--- src/apt_pkg.sv ---
package apt_pkg;

  localparam int OP_W       = 2;
  localparam int PTR_W      = 2;
  localparam int BODY_W     = 6;
  localparam int IN_COORD_W = 32;
  localparam int RANGE_W    = 31;
  localparam int CNT_W      = 3;
  localparam int PS_W       = 2;
  localparam int MODE_W     = 2;
  localparam int NUM_BOUNDS = 6;

  localparam logic [OP_W-1:0] OP_LOAD     = 2'd0;
  localparam logic [OP_W-1:0] OP_TEST     = 2'd1;
  localparam logic [OP_W-1:0] OP_CLASSIFY = 2'd2;

  localparam logic [PS_W-1:0] PS_NONE  = 2'd0;
  localparam logic [PS_W-1:0] PS_FIRST = 2'd1;
  localparam logic [PS_W-1:0] PS_STILL = 2'd2;

  localparam logic [MODE_W-1:0] MODE_APART = 2'd0;
  localparam logic [MODE_W-1:0] MODE_NEW   = 2'd1;
  localparam logic [MODE_W-1:0] MODE_CONT  = 2'd2;

  localparam logic RK_TEST     = 1'b0;
  localparam logic RK_CLASSIFY = 1'b1;

  localparam logic [CNT_W-1:0] CNT_MAX = 3'd7;

  typedef enum logic [1:0] {
    K_LOAD,
    K_TEST,
    K_CLASSIFY
  } kind_t;

  typedef struct packed {
    kind_t             kind;
    logic [PTR_W-1:0]  ptr;
    logic [BODY_W-1:0] body;
  } cmd_t;

endpackage

--- src/apt_ram.sv ---
module apt_ram #(
  parameter int WIDTH = 8,
  parameter int DEPTH = 64
) (
  input  logic                     clk,
  input  logic                     wr_en,
  input  logic [$clog2(DEPTH)-1:0] wr_addr,
  input  logic [WIDTH-1:0]         wr_data,
  input  logic                     rd_en,
  input  logic [$clog2(DEPTH)-1:0] rd_addr,
  output logic [WIDTH-1:0]         rd_data
);

  logic [WIDTH-1:0] mem_r [DEPTH];
  logic [WIDTH-1:0] rd_data_r;

  always_ff @(posedge clk) begin
    if (wr_en) begin
      mem_r[wr_addr] <= wr_data;
    end
    if (rd_en) begin
      rd_data_r <= mem_r[rd_addr];
    end
  end

  assign rd_data = rd_data_r;

endmodule

--- src/apt_fifo.sv ---
module apt_fifo #(
  parameter int WIDTH = 8,
  parameter int DEPTH = 2
) (
  input  logic             clk,
  input  logic             rst_n,
  input  logic             push,
  input  logic [WIDTH-1:0] push_data,
  input  logic             pop,
  output logic             full,
  output logic             head_valid,
  output logic [WIDTH-1:0] head_data
);

  localparam int AW = (DEPTH > 1) ? $clog2(DEPTH) : 1;
  localparam int CW = $clog2(DEPTH + 1);

  logic [WIDTH-1:0] mem_r [DEPTH];
  logic [AW-1:0]    wr_ptr_r, wr_ptr_nxt;
  logic [AW-1:0]    rd_ptr_r, rd_ptr_nxt;
  logic [CW-1:0]    count_r, count_nxt;

  always_comb begin
    wr_ptr_nxt = wr_ptr_r;
    rd_ptr_nxt = rd_ptr_r;
    count_nxt  = count_r;
    if (push) begin
      wr_ptr_nxt = (wr_ptr_r == AW'(DEPTH - 1)) ? '0 : wr_ptr_r + AW'(1);
    end
    if (pop) begin
      rd_ptr_nxt = (rd_ptr_r == AW'(DEPTH - 1)) ? '0 : rd_ptr_r + AW'(1);
    end
    if (push && !pop) begin
      count_nxt = count_r + CW'(1);
    end else if (pop && !push) begin
      count_nxt = count_r - CW'(1);
    end
  end

  always_ff @(posedge clk) begin
    if (!rst_n) begin
      wr_ptr_r <= '0;
      rd_ptr_r <= '0;
      count_r  <= '0;
    end else begin
      wr_ptr_r <= wr_ptr_nxt;
      rd_ptr_r <= rd_ptr_nxt;
      count_r  <= count_nxt;
    end
  end

  always_ff @(posedge clk) begin
    if (push) begin
      mem_r[wr_ptr_r] <= push_data;
    end
  end

  assign full       = (count_r == CW'(DEPTH));
  assign head_valid = (count_r != '0);
  assign head_data  = mem_r[rd_ptr_r];

endmodule

--- src/apt_front.sv ---
module apt_front #(
  parameter int MAX_SOLIDS   = 64,
  parameter int MAX_POINTERS = 4,
  parameter int COORD_BITS   = 32
) (
  input  logic                                       in_valid,
  output logic                                       in_ready,
  input  logic [apt_pkg::OP_W-1:0]                   in_operation,
  input  logic [apt_pkg::PTR_W-1:0]                  in_pointer_index,
  input  logic [apt_pkg::BODY_W-1:0]                 in_body_index,
  input  logic signed [apt_pkg::IN_COORD_W-1:0]      in_box_min_x,
  input  logic signed [apt_pkg::IN_COORD_W-1:0]      in_box_min_y,
  input  logic signed [apt_pkg::IN_COORD_W-1:0]      in_box_min_z,
  input  logic signed [apt_pkg::IN_COORD_W-1:0]      in_box_max_x,
  input  logic signed [apt_pkg::IN_COORD_W-1:0]      in_box_max_y,
  input  logic signed [apt_pkg::IN_COORD_W-1:0]      in_box_max_z,
  input  logic                                       in_pair_enabled,
  input  logic                                       in_is_pointer_body,
  input  logic [apt_pkg::RANGE_W-1:0]                proximity_range,
  input  logic                                       q_full,
  input  logic                                       clearing,
  output logic                                       q_push,
  output apt_pkg::cmd_t                              q_cmd,
  output logic [apt_pkg::NUM_BOUNDS*COORD_BITS-1:0]  q_coords
);

  import apt_pkg::*;

  localparam int WW = ((COORD_BITS > IN_COORD_W) ? COORD_BITS : IN_COORD_W) + 2;
  localparam logic signed [WW-1:0] C_HI = signed'((WW'(1) << (COORD_BITS - 1)) - WW'(1));
  localparam logic signed [WW-1:0] C_LO = -C_HI - WW'(1);

  function automatic logic signed [COORD_BITS-1:0] sat(input logic signed [WW-1:0] v);
    logic signed [WW-1:0] r;
    r = v;
    if (v > C_HI) begin
      r = C_HI;
    end else if (v < C_LO) begin
      r = C_LO;
    end
    return COORD_BITS'(r);
  endfunction

  logic signed [IN_COORD_W-1:0] raw [NUM_BOUNDS];
  logic signed [COORD_BITS-1:0] clamped [NUM_BOUNDS];
  logic signed [COORD_BITS-1:0] grown [NUM_BOUNDS];
  logic signed [WW-1:0]         rng;
  logic                         body_ok;
  logic                         ptr_ok;
  logic                         keep;
  kind_t                        kind;

  assign raw[0] = in_box_min_x;
  assign raw[1] = in_box_min_y;
  assign raw[2] = in_box_min_z;
  assign raw[3] = in_box_max_x;
  assign raw[4] = in_box_max_y;
  assign raw[5] = in_box_max_z;

  assign rng = signed'(WW'(proximity_range));

  always_comb begin
    for (int i = 0; i < NUM_BOUNDS; i++) begin
      clamped[i] = sat(WW'(raw[i]));
      if (i < 3) begin
        grown[i] = sat(WW'(clamped[i]) - rng);
      end else begin
        grown[i] = sat(WW'(clamped[i]) + rng);
      end
    end
  end

  assign body_ok = (32'(in_body_index) < 32'(MAX_SOLIDS));
  assign ptr_ok  = (32'(in_pointer_index) < 32'(MAX_POINTERS));

  always_comb begin
    keep = 1'b0;
    kind = K_LOAD;
    case (in_operation)
      OP_LOAD: begin
        keep = 1'b1;
        kind = K_LOAD;
      end
      OP_TEST: begin
        keep = body_ok && ptr_ok && in_pair_enabled && !in_is_pointer_body;
        kind = K_TEST;
      end
      OP_CLASSIFY: begin
        keep = body_ok && !in_is_pointer_body;
        kind = K_CLASSIFY;
      end
      default: begin
        keep = 1'b0;
      end
    endcase
  end

  always_comb begin
    for (int i = 0; i < NUM_BOUNDS; i++) begin
      q_coords[i*COORD_BITS +: COORD_BITS] = (kind == K_LOAD) ? grown[i] : clamped[i];
    end
  end

  assign in_ready   = !q_full && !clearing;
  assign q_push     = in_valid && in_ready && keep;
  assign q_cmd.kind = kind;
  assign q_cmd.ptr  = in_pointer_index;
  assign q_cmd.body = in_body_index;

endmodule

--- src/apt_back.sv ---
module apt_back #(
  parameter int MAX_SOLIDS   = 64,
  parameter int MAX_POINTERS = 4,
  parameter int COORD_BITS   = 32
) (
  input  logic                                      clk,
  input  logic                                      rst_n,
  input  logic                                      head_valid,
  input  apt_pkg::cmd_t                             head_cmd,
  input  logic [apt_pkg::NUM_BOUNDS*COORD_BITS-1:0] head_coords,
  output logic                                      pop,
  output logic                                      clearing,
  output logic                                      out_valid,
  input  logic                                      out_ready,
  output logic                                      out_result_kind,
  output logic [apt_pkg::BODY_W-1:0]                out_solid_number,
  output logic                                      out_is_near,
  output logic [apt_pkg::PS_W-1:0]                  out_pair_state,
  output logic [apt_pkg::MODE_W-1:0]                out_sim_mode
);

  import apt_pkg::*;

  localparam int PAIRS = MAX_POINTERS * MAX_SOLIDS;
  localparam int PW    = $clog2(PAIRS);
  localparam int SW    = $clog2(MAX_SOLIDS);
  localparam int CTRW  = 2 * CNT_W;

  typedef enum logic [1:0] {
    S_CLEAR,
    S_RUN,
    S_UPD
  } state_t;

  state_t                       state_r, state_nxt;
  logic [PW-1:0]                clr_r, clr_nxt;
  logic signed [COORD_BITS-1:0] pbox_r [NUM_BOUNDS];
  logic signed [COORD_BITS-1:0] pbox_nxt [NUM_BOUNDS];
  logic [BODY_W-1:0]            pbody_r, pbody_nxt;
  kind_t                        kind_r, kind_nxt;
  logic [BODY_W-1:0]            body_r, body_nxt;
  logic [PW-1:0]                pidx_r, pidx_nxt;
  logic                         near_r, near_nxt;
  logic                         out_valid_r, out_valid_nxt;
  logic                         out_kind_r, out_kind_nxt;
  logic [BODY_W-1:0]            out_body_r, out_body_nxt;
  logic                         out_near_r, out_near_nxt;
  logic [PS_W-1:0]              out_ps_r, out_ps_nxt;
  logic [MODE_W-1:0]            out_mode_r, out_mode_nxt;

  logic signed [COORD_BITS-1:0] scrd [NUM_BOUNDS];
  logic [2:0]                   axis_ov;
  logic                         near_now;
  logic [PW-1:0]                pidx_head;
  logic                         slot_free;

  logic                         pair_we, pair_re;
  logic [PW-1:0]                pair_waddr;
  logic [PS_W-1:0]              pair_wdata, pair_rdata;
  logic                         ctr_we, ctr_re;
  logic [SW-1:0]                ctr_waddr;
  logic [CTRW-1:0]              ctr_wdata, ctr_rdata;
  logic [CNT_W-1:0]             first_cnt, still_cnt;
  logic [PS_W-1:0]              ps_new;

  apt_ram #(.WIDTH(PS_W), .DEPTH(PAIRS)) u_pair_ram (
    .clk     (clk),
    .wr_en   (pair_we),
    .wr_addr (pair_waddr),
    .wr_data (pair_wdata),
    .rd_en   (pair_re),
    .rd_addr (pidx_head),
    .rd_data (pair_rdata)
  );

  apt_ram #(.WIDTH(CTRW), .DEPTH(MAX_SOLIDS)) u_ctr_ram (
    .clk     (clk),
    .wr_en   (ctr_we),
    .wr_addr (ctr_waddr),
    .wr_data (ctr_wdata),
    .rd_en   (ctr_re),
    .rd_addr (SW'(head_cmd.body)),
    .rd_data (ctr_rdata)
  );

  always_comb begin
    for (int i = 0; i < NUM_BOUNDS; i++) begin
      scrd[i] = $signed(head_coords[i*COORD_BITS +: COORD_BITS]);
    end
    for (int a = 0; a < 3; a++) begin
      axis_ov[a] = (pbox_r[a] <= scrd[a]   && scrd[a]     <= pbox_r[a+3]) ||
                   (pbox_r[a] <= scrd[a+3] && scrd[a+3]   <= pbox_r[a+3]) ||
                   (scrd[a]   <= pbox_r[a] && pbox_r[a]   <= scrd[a+3])   ||
                   (scrd[a]   <= pbox_r[a+3] && pbox_r[a+3] <= scrd[a+3]);
    end
  end

  assign near_now  = &axis_ov;
  assign pidx_head = PW'(PW'(head_cmd.ptr) * PW'(MAX_SOLIDS)) + PW'(head_cmd.body);
  assign slot_free = !out_valid_r || out_ready;
  assign first_cnt = ctr_rdata[CTRW-1:CNT_W];
  assign still_cnt = ctr_rdata[CNT_W-1:0];

  always_comb begin
    state_nxt     = state_r;
    clr_nxt       = clr_r;
    pbox_nxt      = pbox_r;
    pbody_nxt     = pbody_r;
    kind_nxt      = kind_r;
    body_nxt      = body_r;
    pidx_nxt      = pidx_r;
    near_nxt      = near_r;
    out_valid_nxt = out_valid_r && !out_ready;
    out_kind_nxt  = out_kind_r;
    out_body_nxt  = out_body_r;
    out_near_nxt  = out_near_r;
    out_ps_nxt    = out_ps_r;
    out_mode_nxt  = out_mode_r;
    pop           = 1'b0;
    pair_re       = 1'b0;
    ctr_re        = 1'b0;
    pair_we       = 1'b0;
    ctr_we        = 1'b0;
    pair_waddr    = pidx_r;
    pair_wdata    = PS_NONE;
    ctr_waddr     = SW'(body_r);
    ctr_wdata     = '0;
    ps_new        = PS_NONE;
    case (state_r)
      S_CLEAR: begin
        pair_we    = 1'b1;
        pair_waddr = clr_r;
        ctr_we     = ((PW + 1)'(clr_r) < (PW + 1)'(MAX_SOLIDS));
        ctr_waddr  = SW'(clr_r);
        if (clr_r == PW'(PAIRS - 1)) begin
          state_nxt = S_RUN;
        end else begin
          clr_nxt = clr_r + PW'(1);
        end
      end
      S_RUN: begin
        if (head_valid) begin
          pop = 1'b1;
          case (head_cmd.kind)
            K_LOAD: begin
              for (int i = 0; i < NUM_BOUNDS; i++) begin
                pbox_nxt[i] = scrd[i];
              end
              pbody_nxt = head_cmd.body;
            end
            K_TEST: begin
              if (head_cmd.body != pbody_r) begin
                pair_re   = 1'b1;
                ctr_re    = 1'b1;
                kind_nxt  = K_TEST;
                body_nxt  = head_cmd.body;
                pidx_nxt  = pidx_head;
                near_nxt  = near_now;
                state_nxt = S_UPD;
              end
            end
            K_CLASSIFY: begin
              ctr_re    = 1'b1;
              kind_nxt  = K_CLASSIFY;
              body_nxt  = head_cmd.body;
              state_nxt = S_UPD;
            end
            default: begin
              pop = 1'b1;
            end
          endcase
        end
      end
      S_UPD: begin
        if (slot_free) begin
          out_valid_nxt = 1'b1;
          out_body_nxt  = body_r;
          state_nxt     = S_RUN;
          if (kind_r == K_TEST) begin
            if (near_r) begin
              if (pair_rdata == PS_NONE) begin
                ps_new    = PS_FIRST;
                ctr_wdata = {(first_cnt == CNT_MAX) ? first_cnt : first_cnt + CNT_W'(1),
                             still_cnt};
              end else begin
                ps_new    = PS_STILL;
                ctr_wdata = {first_cnt,
                             (still_cnt == CNT_MAX) ? still_cnt : still_cnt + CNT_W'(1)};
              end
              ctr_we = 1'b1;
            end
            pair_we      = 1'b1;
            pair_wdata   = ps_new;
            out_kind_nxt = RK_TEST;
            out_near_nxt = near_r;
            out_ps_nxt   = ps_new;
            out_mode_nxt = MODE_APART;
          end else begin
            ctr_we       = 1'b1;
            ctr_wdata    = '0;
            out_kind_nxt = RK_CLASSIFY;
            out_near_nxt = 1'b0;
            out_ps_nxt   = PS_NONE;
            if (still_cnt == '0 && first_cnt != '0) begin
              out_mode_nxt = MODE_NEW;
            end else if (still_cnt != '0) begin
              out_mode_nxt = MODE_CONT;
            end else begin
              out_mode_nxt = MODE_APART;
            end
          end
        end
      end
      default: begin
        state_nxt = S_RUN;
      end
    endcase
  end

  always_ff @(posedge clk) begin
    if (!rst_n) begin
      state_r     <= S_CLEAR;
      clr_r       <= '0;
      pbody_r     <= '0;
      out_valid_r <= 1'b0;
      for (int i = 0; i < NUM_BOUNDS; i++) begin
        pbox_r[i] <= '0;
      end
    end else begin
      state_r     <= state_nxt;
      clr_r       <= clr_nxt;
      pbody_r     <= pbody_nxt;
      out_valid_r <= out_valid_nxt;
      pbox_r      <= pbox_nxt;
    end
    kind_r     <= kind_nxt;
    body_r     <= body_nxt;
    pidx_r     <= pidx_nxt;
    near_r     <= near_nxt;
    out_kind_r <= out_kind_nxt;
    out_body_r <= out_body_nxt;
    out_near_r <= out_near_nxt;
    out_ps_r   <= out_ps_nxt;
    out_mode_r <= out_mode_nxt;
  end

  assign clearing         = (state_r == S_CLEAR);
  assign out_valid        = out_valid_r;
  assign out_result_kind  = out_kind_r;
  assign out_solid_number = out_body_r;
  assign out_is_near      = out_near_r;
  assign out_pair_state   = out_ps_r;
  assign out_sim_mode     = out_mode_r;

  a_pop_needs_head: assert property (@(posedge clk) disable iff (!rst_n)
    pop |-> head_valid && state_r == S_RUN)
    else $error("queue popped without a waiting beat");

  a_no_result_in_clear: assert property (@(posedge clk) disable iff (!rst_n)
    state_r == S_CLEAR |-> !out_valid_r)
    else $error("result beat during clearing pass");

  a_test_near_state: assert property (@(posedge clk) disable iff (!rst_n)
    out_valid_r && out_kind_r == RK_TEST |-> out_near_r == (out_ps_r != PS_NONE))
    else $error("test beat near flag disagrees with pair state");

  a_classify_fields: assert property (@(posedge clk) disable iff (!rst_n)
    out_valid_r && out_kind_r == RK_CLASSIFY |-> !out_near_r && out_ps_r == PS_NONE)
    else $error("classify beat carries test fields");

  a_upd_completes: assert property (@(posedge clk) disable iff (!rst_n)
    state_r == S_UPD && slot_free |=> state_r == S_RUN && out_valid_r)
    else $error("update did not deliver a result beat");

endmodule

--- src/aabb_proximity_tracker_core.sv ---
// Path: a test or classify passes the queue, reads the pair and counter RAMs in S_RUN,
//   writes them and registers its result on out_valid in S_UPD; a load passes the queue
//   into the pointer box. Throughput: no beat is popped in S_UPD; one load per cycle in
//   S_RUN; a 2-entry queue decouples input from the update engine.
// Reset: rst_n (sync, active low) zeroes range, pointer box and body; then a clearing pass
//   over all MAX_POINTERS*MAX_SOLIDS pair entries (256 by default) holds in_ready low.
module aabb_proximity_tracker_core #(
  parameter int MAX_SOLIDS   = 64,
  parameter int MAX_POINTERS = 4,
  parameter int COORD_BITS   = 32
) (
  input  logic                                  clk,
  input  logic                                  rst_n,
  input  logic                                  cfg_wr_en,
  input  logic [apt_pkg::RANGE_W-1:0]           cfg_wr_data,
  input  logic                                  in_valid,
  output logic                                  in_ready,
  input  logic [apt_pkg::OP_W-1:0]              in_operation,
  input  logic [apt_pkg::PTR_W-1:0]             in_pointer_index,
  input  logic [apt_pkg::BODY_W-1:0]            in_body_index,
  input  logic signed [apt_pkg::IN_COORD_W-1:0] in_box_min_x,
  input  logic signed [apt_pkg::IN_COORD_W-1:0] in_box_min_y,
  input  logic signed [apt_pkg::IN_COORD_W-1:0] in_box_min_z,
  input  logic signed [apt_pkg::IN_COORD_W-1:0] in_box_max_x,
  input  logic signed [apt_pkg::IN_COORD_W-1:0] in_box_max_y,
  input  logic signed [apt_pkg::IN_COORD_W-1:0] in_box_max_z,
  input  logic                                  in_pair_enabled,
  input  logic                                  in_is_pointer_body,
  output logic                                  out_valid,
  input  logic                                  out_ready,
  output logic                                  out_result_kind,
  output logic [apt_pkg::BODY_W-1:0]            out_solid_number,
  output logic                                  out_is_near,
  output logic [apt_pkg::PS_W-1:0]              out_pair_state,
  output logic [apt_pkg::MODE_W-1:0]            out_sim_mode
);

  import apt_pkg::*;

  localparam int CRD_W = NUM_BOUNDS * COORD_BITS;
  localparam int QW    = $bits(cmd_t) + CRD_W;
  localparam int QD    = 2;

  logic [RANGE_W-1:0] proximity_range_r;
  logic               q_push, q_pop, q_full, q_head_valid, clearing;
  cmd_t               q_cmd, head_cmd;
  logic [CRD_W-1:0]   q_coords, head_coords;
  logic [QW-1:0]      head_data;

  always_ff @(posedge clk) begin
    if (!rst_n) begin
      proximity_range_r <= '0;
    end else if (cfg_wr_en) begin
      proximity_range_r <= cfg_wr_data;
    end
  end

  apt_front #(
    .MAX_SOLIDS   (MAX_SOLIDS),
    .MAX_POINTERS (MAX_POINTERS),
    .COORD_BITS   (COORD_BITS)
  ) u_front (
    .in_valid           (in_valid),
    .in_ready           (in_ready),
    .in_operation       (in_operation),
    .in_pointer_index   (in_pointer_index),
    .in_body_index      (in_body_index),
    .in_box_min_x       (in_box_min_x),
    .in_box_min_y       (in_box_min_y),
    .in_box_min_z       (in_box_min_z),
    .in_box_max_x       (in_box_max_x),
    .in_box_max_y       (in_box_max_y),
    .in_box_max_z       (in_box_max_z),
    .in_pair_enabled    (in_pair_enabled),
    .in_is_pointer_body (in_is_pointer_body),
    .proximity_range    (proximity_range_r),
    .q_full             (q_full),
    .clearing           (clearing),
    .q_push             (q_push),
    .q_cmd              (q_cmd),
    .q_coords           (q_coords)
  );

  apt_fifo #(.WIDTH(QW), .DEPTH(QD)) u_queue (
    .clk        (clk),
    .rst_n      (rst_n),
    .push       (q_push),
    .push_data  ({q_cmd, q_coords}),
    .pop        (q_pop),
    .full       (q_full),
    .head_valid (q_head_valid),
    .head_data  (head_data)
  );

  assign head_cmd    = cmd_t'(head_data[QW-1:CRD_W]);
  assign head_coords = head_data[CRD_W-1:0];

  apt_back #(
    .MAX_SOLIDS   (MAX_SOLIDS),
    .MAX_POINTERS (MAX_POINTERS),
    .COORD_BITS   (COORD_BITS)
  ) u_back (
    .clk              (clk),
    .rst_n            (rst_n),
    .head_valid       (q_head_valid),
    .head_cmd         (head_cmd),
    .head_coords      (head_coords),
    .pop              (q_pop),
    .clearing         (clearing),
    .out_valid        (out_valid),
    .out_ready        (out_ready),
    .out_result_kind  (out_result_kind),
    .out_solid_number (out_solid_number),
    .out_is_near      (out_is_near),
    .out_pair_state   (out_pair_state),
    .out_sim_mode     (out_sim_mode)
  );

endmodule

--- config.mk ---
export PLATFORM = sky130hd
export DESIGN_NAME = aabb_proximity_tracker_core
export DESIGN_NICKNAME = d
export VERILOG_FILES = /design/src/apt_pkg.sv /design/src/apt_ram.sv /design/src/apt_fifo.sv /design/src/apt_front.sv /design/src/apt_back.sv /design/src/aabb_proximity_tracker_core.sv
export SDC_FILE = /design/constraint.sdc
export NUM_CORES = 2
export LEC_CHECK = 0
export BUFFER_PORTS_ARGS = -buffer_cell sky130_fd_sc_hd__buf_2
export CAP_MARGIN = 10
export CORE_ASPECT_RATIO = 0.75
export CORE_MARGIN = 3
export CORE_UTILIZATION = 50
export CTS_CLUSTER_DIAMETER = 120
export DETAILED_ROUTE_END_ITERATION = 6
export GPL_ROUTABILITY_DRIVEN = 0
export GPL_TIMING_DRIVEN = 0
export PLACE_DENSITY = 0.66
export SETUP_SLACK_MARGIN = 0.2
export SYNTH_ARGS = -nofsm -noshare
export SYNTH_HDL_FRONTEND = slang
export SYNTH_SLANG_ARGS = --single-unit
--- constraint.sdc ---
create_clock -name clk -period 26.9 [get_ports clk]
set_clock_uncertainty 0.2 [all_clocks]
set_input_delay 4.035 -clock clk [delete_from_list [all_inputs] [get_ports clk]]
set_output_delay 4.035 -clock clk [all_outputs]
set_load 0.01 [all_outputs]
## Word level (Yosys, flattened, before mapping)

Memories as Yosys holds them, arrays and structs flattened. A register that Yosys moved wholly into a read port is not among the register bits.
Cells that the tools add are included.

- Add/sub/neg operators: 14
- $lt $le $gt $ge: 43
- Eq/ne operators: 18
- Multiplexer cells: 89
- Bitwise gates (word level): 1
- Reductions and logical operators: 56

Operator list:

| cell | count |
|---|---|
| 2-to-1 mux 32 bit | 30 |
| less-or-equal comparator 32 bit | 18 |
| greater-than comparator 33 x 32 -> 1 bit (second input constant) | 6 |
| less-than comparator 33 x 32 -> 1 bit (second input constant) | 6 |
| greater-than comparator 32 bit (second input constant) | 6 |
| less-than comparator 32 bit (second input constant) | 6 |
| adder 32 x 32 -> 33 bit | 3 |
| subtractor 32 x 32 -> 33 bit | 3 |
| 2-to-1 mux 6 bit | 7 |
| 2-to-1 mux 1 bit | 27 |
| 2-to-1 mux 2 bit | 13 |
| logical AND 1 bit | 20 |
| case mux 2 bit (2 select lines) | 3 |
| case mux 6 bit (2 select lines) | 1 |
| zero test 2 bit | 5 |
| logical OR 1 bit | 10 |
| adder 8 x 1 -> 8 bit (second input constant) | 1 |
| adder 8 x 6 -> 8 bit | 1 |
| == test 2 x 1 -> 1 bit (second input constant) | 4 |
| == test 2 bit (second input constant) | 4 |
| == test 8 bit (second input constant) | 1 |
| less-than comparator 8 x 7 -> 1 bit (second input constant) | 1 |
| 2-to-1 mux 8 bit | 1 |
| AND reduction 4 bit | 2 |
| 22 further kinds | 42 |

- Register bits: 273
- Bits in writable memories: 1300
- Output and inout port bits: 14
- Logic and storage cells: 248
- Memories kept: 3

Memory list:

| memory | depth | bits a word | rd ports | clocked after memory_dff | write ports | line | source |
|---|---|---|---|---|---|---|---|
| u_back.u_pair_ram.mem_r | 256 | 2 | 1 | 1 | 1 | apt_ram.sv:14 | `logic [WIDTH-1:0] mem_r [DEPTH];` |
| u_queue.mem_r | 2 | 202 | 1 | 1 | 1 | apt_fifo.sv:18 | `logic [WIDTH-1:0] mem_r [DEPTH];` |
| u_back.u_ctr_ram.mem_r | 64 | 6 | 1 | 1 | 1 | apt_ram.sv:14 |  |

## Logic depth before layout (Yosys ltp)

- Word-level depth: 9
- Depth in mapped cells: 17
- Depth with buffers taken out: 14

## Modules after synthesis

From an unflattened synthesis, not the netlist that was laid out.

- Cell total of the unflattened synthesis: 6968
- Area, all modules: 83505.1 um2

Modules (own cells, without submodules):

| module | times used | cells each | area an instance (um2) | seq. area each (um2) |
|---|---|---|---|---|
| apt_ram (u_back.u_pair_ram) | 1 | 1242 | 21401.8 | 15434.8 |
| apt_back | 1 | 2307 | 18026.0 | 5054.8 |
| apt_ram (u_back.u_ctr_ram) | 1 | 729 | 15265.9 | 11711.2 |
| apt_fifo | 1 | 650 | 14854.2 | 12231.7 |
| apt_front | 1 | 1940 | 12749.7 | 0.0 |
| aabb_proximity_tracker_core | 1 | 100 | 1207.4 | 620.6 |

## Least setup slack after synthesis

Ideal clock, no wire load.

- Kind: input -> register
- From: input in_operation[1] (netlist bit)
- To: register u_queue.wr_ptr_r
- Setup time: 0.097 ns
- Arrival: 13.626 ns
- Required time: 26.603 ns
- Path slack: 12.977 ns
- Stages on the path: 7
- Buffers on the path: 0
- Cells stage by stage: inv_1 > ha_1 > a21oi_1 > nor2_1 > o2111ai_1 > nor2_1 > o21a_1

- Cells in the longest elaborated chain, start to end: 3

Ends and longest elaborated chain:

| what | line | source |
|---|---|---|
| start, declared | aabb_proximity_tracker_core.sv:18 | `input logic [apt_pkg::OP_W-1:0] in_operation,` |
| == test 2 bit (tied with other cells) | apt_front.sv:79 | `case (in_operation)` |
| case mux 1 bit (3 select lines) * | apt_front.sv:79 |  |
| logical AND 1 bit * | apt_front.sv:105 | `assign q_push = in_valid && in_ready && keep;` |
| end signal, assigned | apt_fifo.sv:46 | `wr_ptr_r <= wr_ptr_nxt;` |
| end, declared | apt_fifo.sv:19 | `logic [AW-1:0] wr_ptr_r, wr_ptr_nxt;` |

Mark *: on every way between the ends. The rest lies on a longest branch, timed or not.
A chain may end at the register's enable or synchronous reset.

## Worst setup path after layout

- From: input in_box_min_y[1] (netlist bit)
- To: memory u_queue.mem_r[1][59] (netlist bit), data pin

- Cells in the longest elaborated chain, start to end: 8

Ends and longest elaborated chain:

| what | line | source |
|---|---|---|
| start, declared | aabb_proximity_tracker_core.sv:22 | `input logic signed [apt_pkg::IN_COORD_W-1:0] in_box_min_y,` |
| less-than comparator 32 bit | apt_front.sv:38 | `end else if (v < C_LO) begin` |
| 2-to-1 mux 32 bit | apt_front.sv:38 |  |
| 2-to-1 mux 32 bit * | apt_front.sv:36 | `if (v > C_HI) begin` |
| subtractor 32 x 32 -> 33 bit | apt_front.sv:66 | `grown[i] = sat(WW'(clamped[i]) - rng);` |
| less-than comparator 33 x 32 -> 1 bit | apt_front.sv:38 |  |
| 2-to-1 mux 32 bit | apt_front.sv:38 |  |
| 2-to-1 mux 32 bit | apt_front.sv:36 |  |
| 2-to-1 mux 32 bit * | apt_front.sv:100 | `q_coords[i*COORD_BITS +: COORD_BITS] = (kind == K_LOAD) ? grown[i] : clamped[i];` |
| named net q_coords[59] | aabb_proximity_tracker_core.sv:47 | `logic [CRD_W-1:0] q_coords, head_coords;` |
| end, declared | apt_fifo.sv:18 |  |

Mark *: on every way through the listed nets, which the timed path passes. The rest lies on a longest branch.

==> impl_metrics.csv <==
group,metric,value,unit
outcome,outcome,"complete, but fails checks",
outcome,violations,"design-rule violations",
power,p_leak,37.1,nW
power,pwr-share-seq,0.504,
power,p_switching,0.00132,W
place,hpwl,217000,um
clocking,htree_levels,4,
finish,drive_gt1_frac,0.0789,
timing,timing.setup.tns,0,ns
logic_synthesis,synth_cell_types,97,
power,powerDensity,56.6,nW/um2
power,peakVddDrop,52.0,uV
power,power_frac_comb,0.091,
finish,fillCellCount,14000,
logic_synthesis,ys_seq_area_frac,0.535,
timing,slew_headroom,0.0721,
setup_path,worst_ep_arrival_time,8.45,ns
clocking,clock_sinks,1582,
floorplanning,die_y,361,um
floorplanning,core,166000,um2
floorplanning,die_area,173000,um2
route,drt_wl_total,287000,um
setup_path,crit_path_end_kind,"register",
setup_path,crit_fanout,10,
timing,hold_viol_final,0,
route,drc,1,
floorplanning,die_w,480,um
logic_synthesis,synthArstFlopShare,0,
timing,period_needed,8.24,ns
clocking,cts_tree,"yes",
logic_synthesis,synthSimpleGateAreaFrac,0.154,
timing,rsz0062_at_grt,"false",
setup_path,path_delay_family,"compound AO/OA/AOI/OAI gates",
logic_synthesis,synth-adder-area-share,0.0884,
logic_synthesis,synth_mux_area_frac,0.0348,
setup_path,crit_chain,"buf_2 -> clkbuf_1 -> ha_1 -> nor2b_1 -> o21a_1 -> o21ai_0 -> a21oi_1 -> o31ai_1 -> a21oi_1 -> o21ai_1 -> a21boi_0 -> mux2i_1 -> clkbuf_1 -> nor4_1",
logic_synthesis,synth_fp_nets,8795,
clocking,cts_resized,0,
logic_synthesis,synth_xor_area_frac,0.0170,
logic_synthesis,syn_area_per_cell,10.6,um2
grt,grt_max_degree,65,
setup_path,cp.required,27.11,ns
logic_synthesis,synth_top_family_by_area,"simple AND/OR/NAND/NOR gates",
logic_synthesis,synth-seq-cells,1582,
route,first_pass_iters,7,
clocking,cts_root_buf,"clkbuf_16",
route,wl_per_cell,26.6,um
timing,worst_pin_slew,1.39,ns
logic_synthesis,synth_compound_area_frac,0.126,
logic_synthesis,syn_inst,7964,
floorplanning,rows,129,
finish,seqCellArea,45100,um2
timing,max_freq,0.121,GHz
logic_synthesis,synth_ff_type,"edfxtp_1",
clocking,insertion_delay,0.81,ns
route,drt_iter0_drc,10000,
clocking,clockBufferDepth,3,
timing,fin_crit_sh,0.306,
finish,area_growth,11.9,%
logic_synthesis,yosysWarnings,0,
floorplanning,ios,254,
timing,hold_ws,0.298,ns
grt,grt.overflow.total,0,
power,clock_power_share,0.405,
setup_path,crit_buf_inv,3,
setup_path,critPathLaunch,"in_box_min_y[1]",
clocking,cts_made_buffers,156,
setup_path,path_class,"input pin to register",
grt,first_global_vias,62600,
finish,multiInputGateArea,35500,um2
route,drt.antenna.violating_nets,0,
clocking,ctsHoldBuffers,0,
route,drt-vias-per-instance,6.22,
grt,grt_pass1_wl,412000,um
min_path,hold_class,"register to register",
power,switching_share,0.248,
timing,slew_viol_final,0,
setup_path,cpMaxStageDelayCell,"nor4_1",
clocking,clk_pin_slew,0.06,ns
grt,antenna_found_initial,41,
setup_path,cp-start-kind,"input pin",
timing,setup_viol,0,
finish,fin_nets,9245,
logic_synthesis,netlist_area,84200,um2
clocking,post-cts-setup-buffer-count,0,
floorplanning,start_util,0.507,
logic_synthesis,synth_edf_count,1337,
place,io_buffers,251,
power,power.internal,0.00401,W
flow_run,maxCapViolCount,0,
min_path,min-delay-start,"u_back.pbox_r[44]$_SDFFE_PN0P_",
setup_path,cpPeakStageDelay,1.19,ns
grt,grt.total_usage,0.321,
route,vias,67200,
## power groups by stage
stage	Combinational (W)	Sequential [W]	Clock [W]
floorplan	0.000307	0.00272	0
global placement	0.000451	0.00274	0
detailed placement	0.000462	0.00274	0
CTS	0.000465	0.00268	0.00217
global route	0.000516	0.00268	0.00228
finish	0.000484	0.00268	0.00216
## cells in the final DEF, fill, tap and decap left out, drive strengths merged, types with 43 or more instances in the layout
| master | Yosys | layout |
|---|---|---|
| edfxtp | 1337 | 1337 |
| xor2 | 69 | 69 |
| nor2b | 115 | 115 |
| inv | 384 | 392 |
| dfxtp | 245 | 245 |
| o211a | 170 | 170 |
| a21o | 164 | 164 |
| a311oi | 157 | 157 |
| nand2 | 1363 | 1363 |
| o31ai | 45 | 45 |
| xnor2 | 94 | 94 |
| mux2i | 248 | 248 |
| o21ai | 175 | 175 |
| clkinv | 1 | 57 |
| ha | 585 | 585 |
| nor2 | 532 | 532 |
| nand3 | 520 | 520 |
| a31oi | 43 | 43 |
| and3 | 87 | 87 |
| buf | 126 | 418 |
| nand4 | 95 | 95 |
| nand2b | 44 | 44 |
| clkbuf | 445 | 650 |
| a2bb2oi | 92 | 92 |
| a21oi | 316 | 316 |
| nor3 | 55 | 55 |
## layer usage
| layer | track usage | part of all wire |
|---|---|---|
| met1 | 0.479 | 0.42 |
| met2 | 0.427 | 0.39 |
| met3 | 0.116 | 0.15 |
| met4 | 0.109 | 0.037 |
| met5 | 0 | 0.00023 |
## synth_stat cells, types with 92 or more instances
cell type,count,area share
edfxtp_1,1337,0.48
o211a_1,170,0.020
a311oi_1,157,0.016
xnor2_1,94,0.0098
dfxtp_1,245,0.058
nand4_1,95,0.0071
a2bb2oi_1,92,0.0096
clkbuf_1,444,0.020
nand3_1,520,0.031
inv_1,382,0.017
nor2_1,531,0.024
mux2i_1,247,0.029
nor2b_1,115,0.0085
o21ai_0,166,0.0099
a21oi_1,314,0.019
ha_1,585,0.087
nand2_1,1363,0.061
a21o_1,162,0.014
## flip-flops by register name, summed over array words and instances, names as in the netlist, 6 cells and up, named ones only
name,flops
proximity_range_r,31
u_back.body_r,6
u_back.clr_r,8
u_back.out_solid_number,6
u_back.pbody_r,6
u_back.pbox_r,192
u_back.pidx_r,8
u_back.u_ctr_ram.mem_r,384
u_back.u_ctr_ram.rd_data,6
u_back.u_pair_ram.mem_r,512
u_queue.mem_r,404
## stage by stage
| stage | util | instances | setup WS (ns) | total power, W | instance area (um2) |
|---|---|---|---|---|---|
| 2_1_floorplan | - | 7964 | 12.98 | 0.00303 | 84200 |
| 3_3_place_gp | 0.531 | 10400 | 6.17 | 0.00319 | 88200 |
| 3_5_place_dp | 0.537 | 10500 | 18.18 | 0.00320 | 89100 |
| 4_1_cts | 0.566 | 10800 | 19.01 | 0.00532 | 94100 |
| 5_1_grt | 0.567 | 10800 | 18.65 | 0.00547 | 94200 |
| 6_report | 0.567 | 10800 | 18.66 | 0.00533 | 94200 |
## logic make-up after synthesis
group                      count (synthesis)
xor gates and xnor gates                 163
AOI/OAI and AO/OA                       1452
muxes                                    285
DFF                                     1582
and+or+nand+nor                         2935
adders and majority gates                591
buffers and inverters                    956
## worst paths after layout
check,endpoint,slack [ns],depth (start not counted)
setup / recovery,u_queue.mem_r[1][59]$_DFFE_PP_,18.66,14
hold / removal,u_back.pbox_r[44]$_SDFFE_PN0P_,0.30,1
setup reg to reg,u_back.near_r$_DFFE_PP_,19.99,17
hold reg to reg,u_back.pbox_r[44]$_SDFFE_PN0P_,0.30,1
## cell type report
class | count | area share
flip-flops and latches | 1582 | 0.478
multi-input cells | 5426 | 0.377
clock buffers | 205 | 0.0448
well taps | 2227 | 0.0296
plain buffers | 571 | 0.0237
repair buffers | 292 | 0.0229
inverters | 385 | 0.0153
clock inverters | 80 | 0.00761
diodes | 27 | 0.000717
## worst register-to-register path: stages, from the launching register on
cell and delay, ns:
dfxtp_1 0.31, buf_2 0.32, buf_2 0.49, clkbuf_1 1.07, clkbuf_1 0.40, buf_8 0.23
mux2i_1 0.83, ha_1 0.36, nand3_1 0.12, nor4_1 0.57, nand2b_1 0.16, a21o_1 0.23
nand4_1 0.11, a21oi_1 0.08, mux2i_1 0.16, a211oi_1 0.58, nor4_1 0.15, o211a_1 0.28
(Power assumes the default switching activity.)
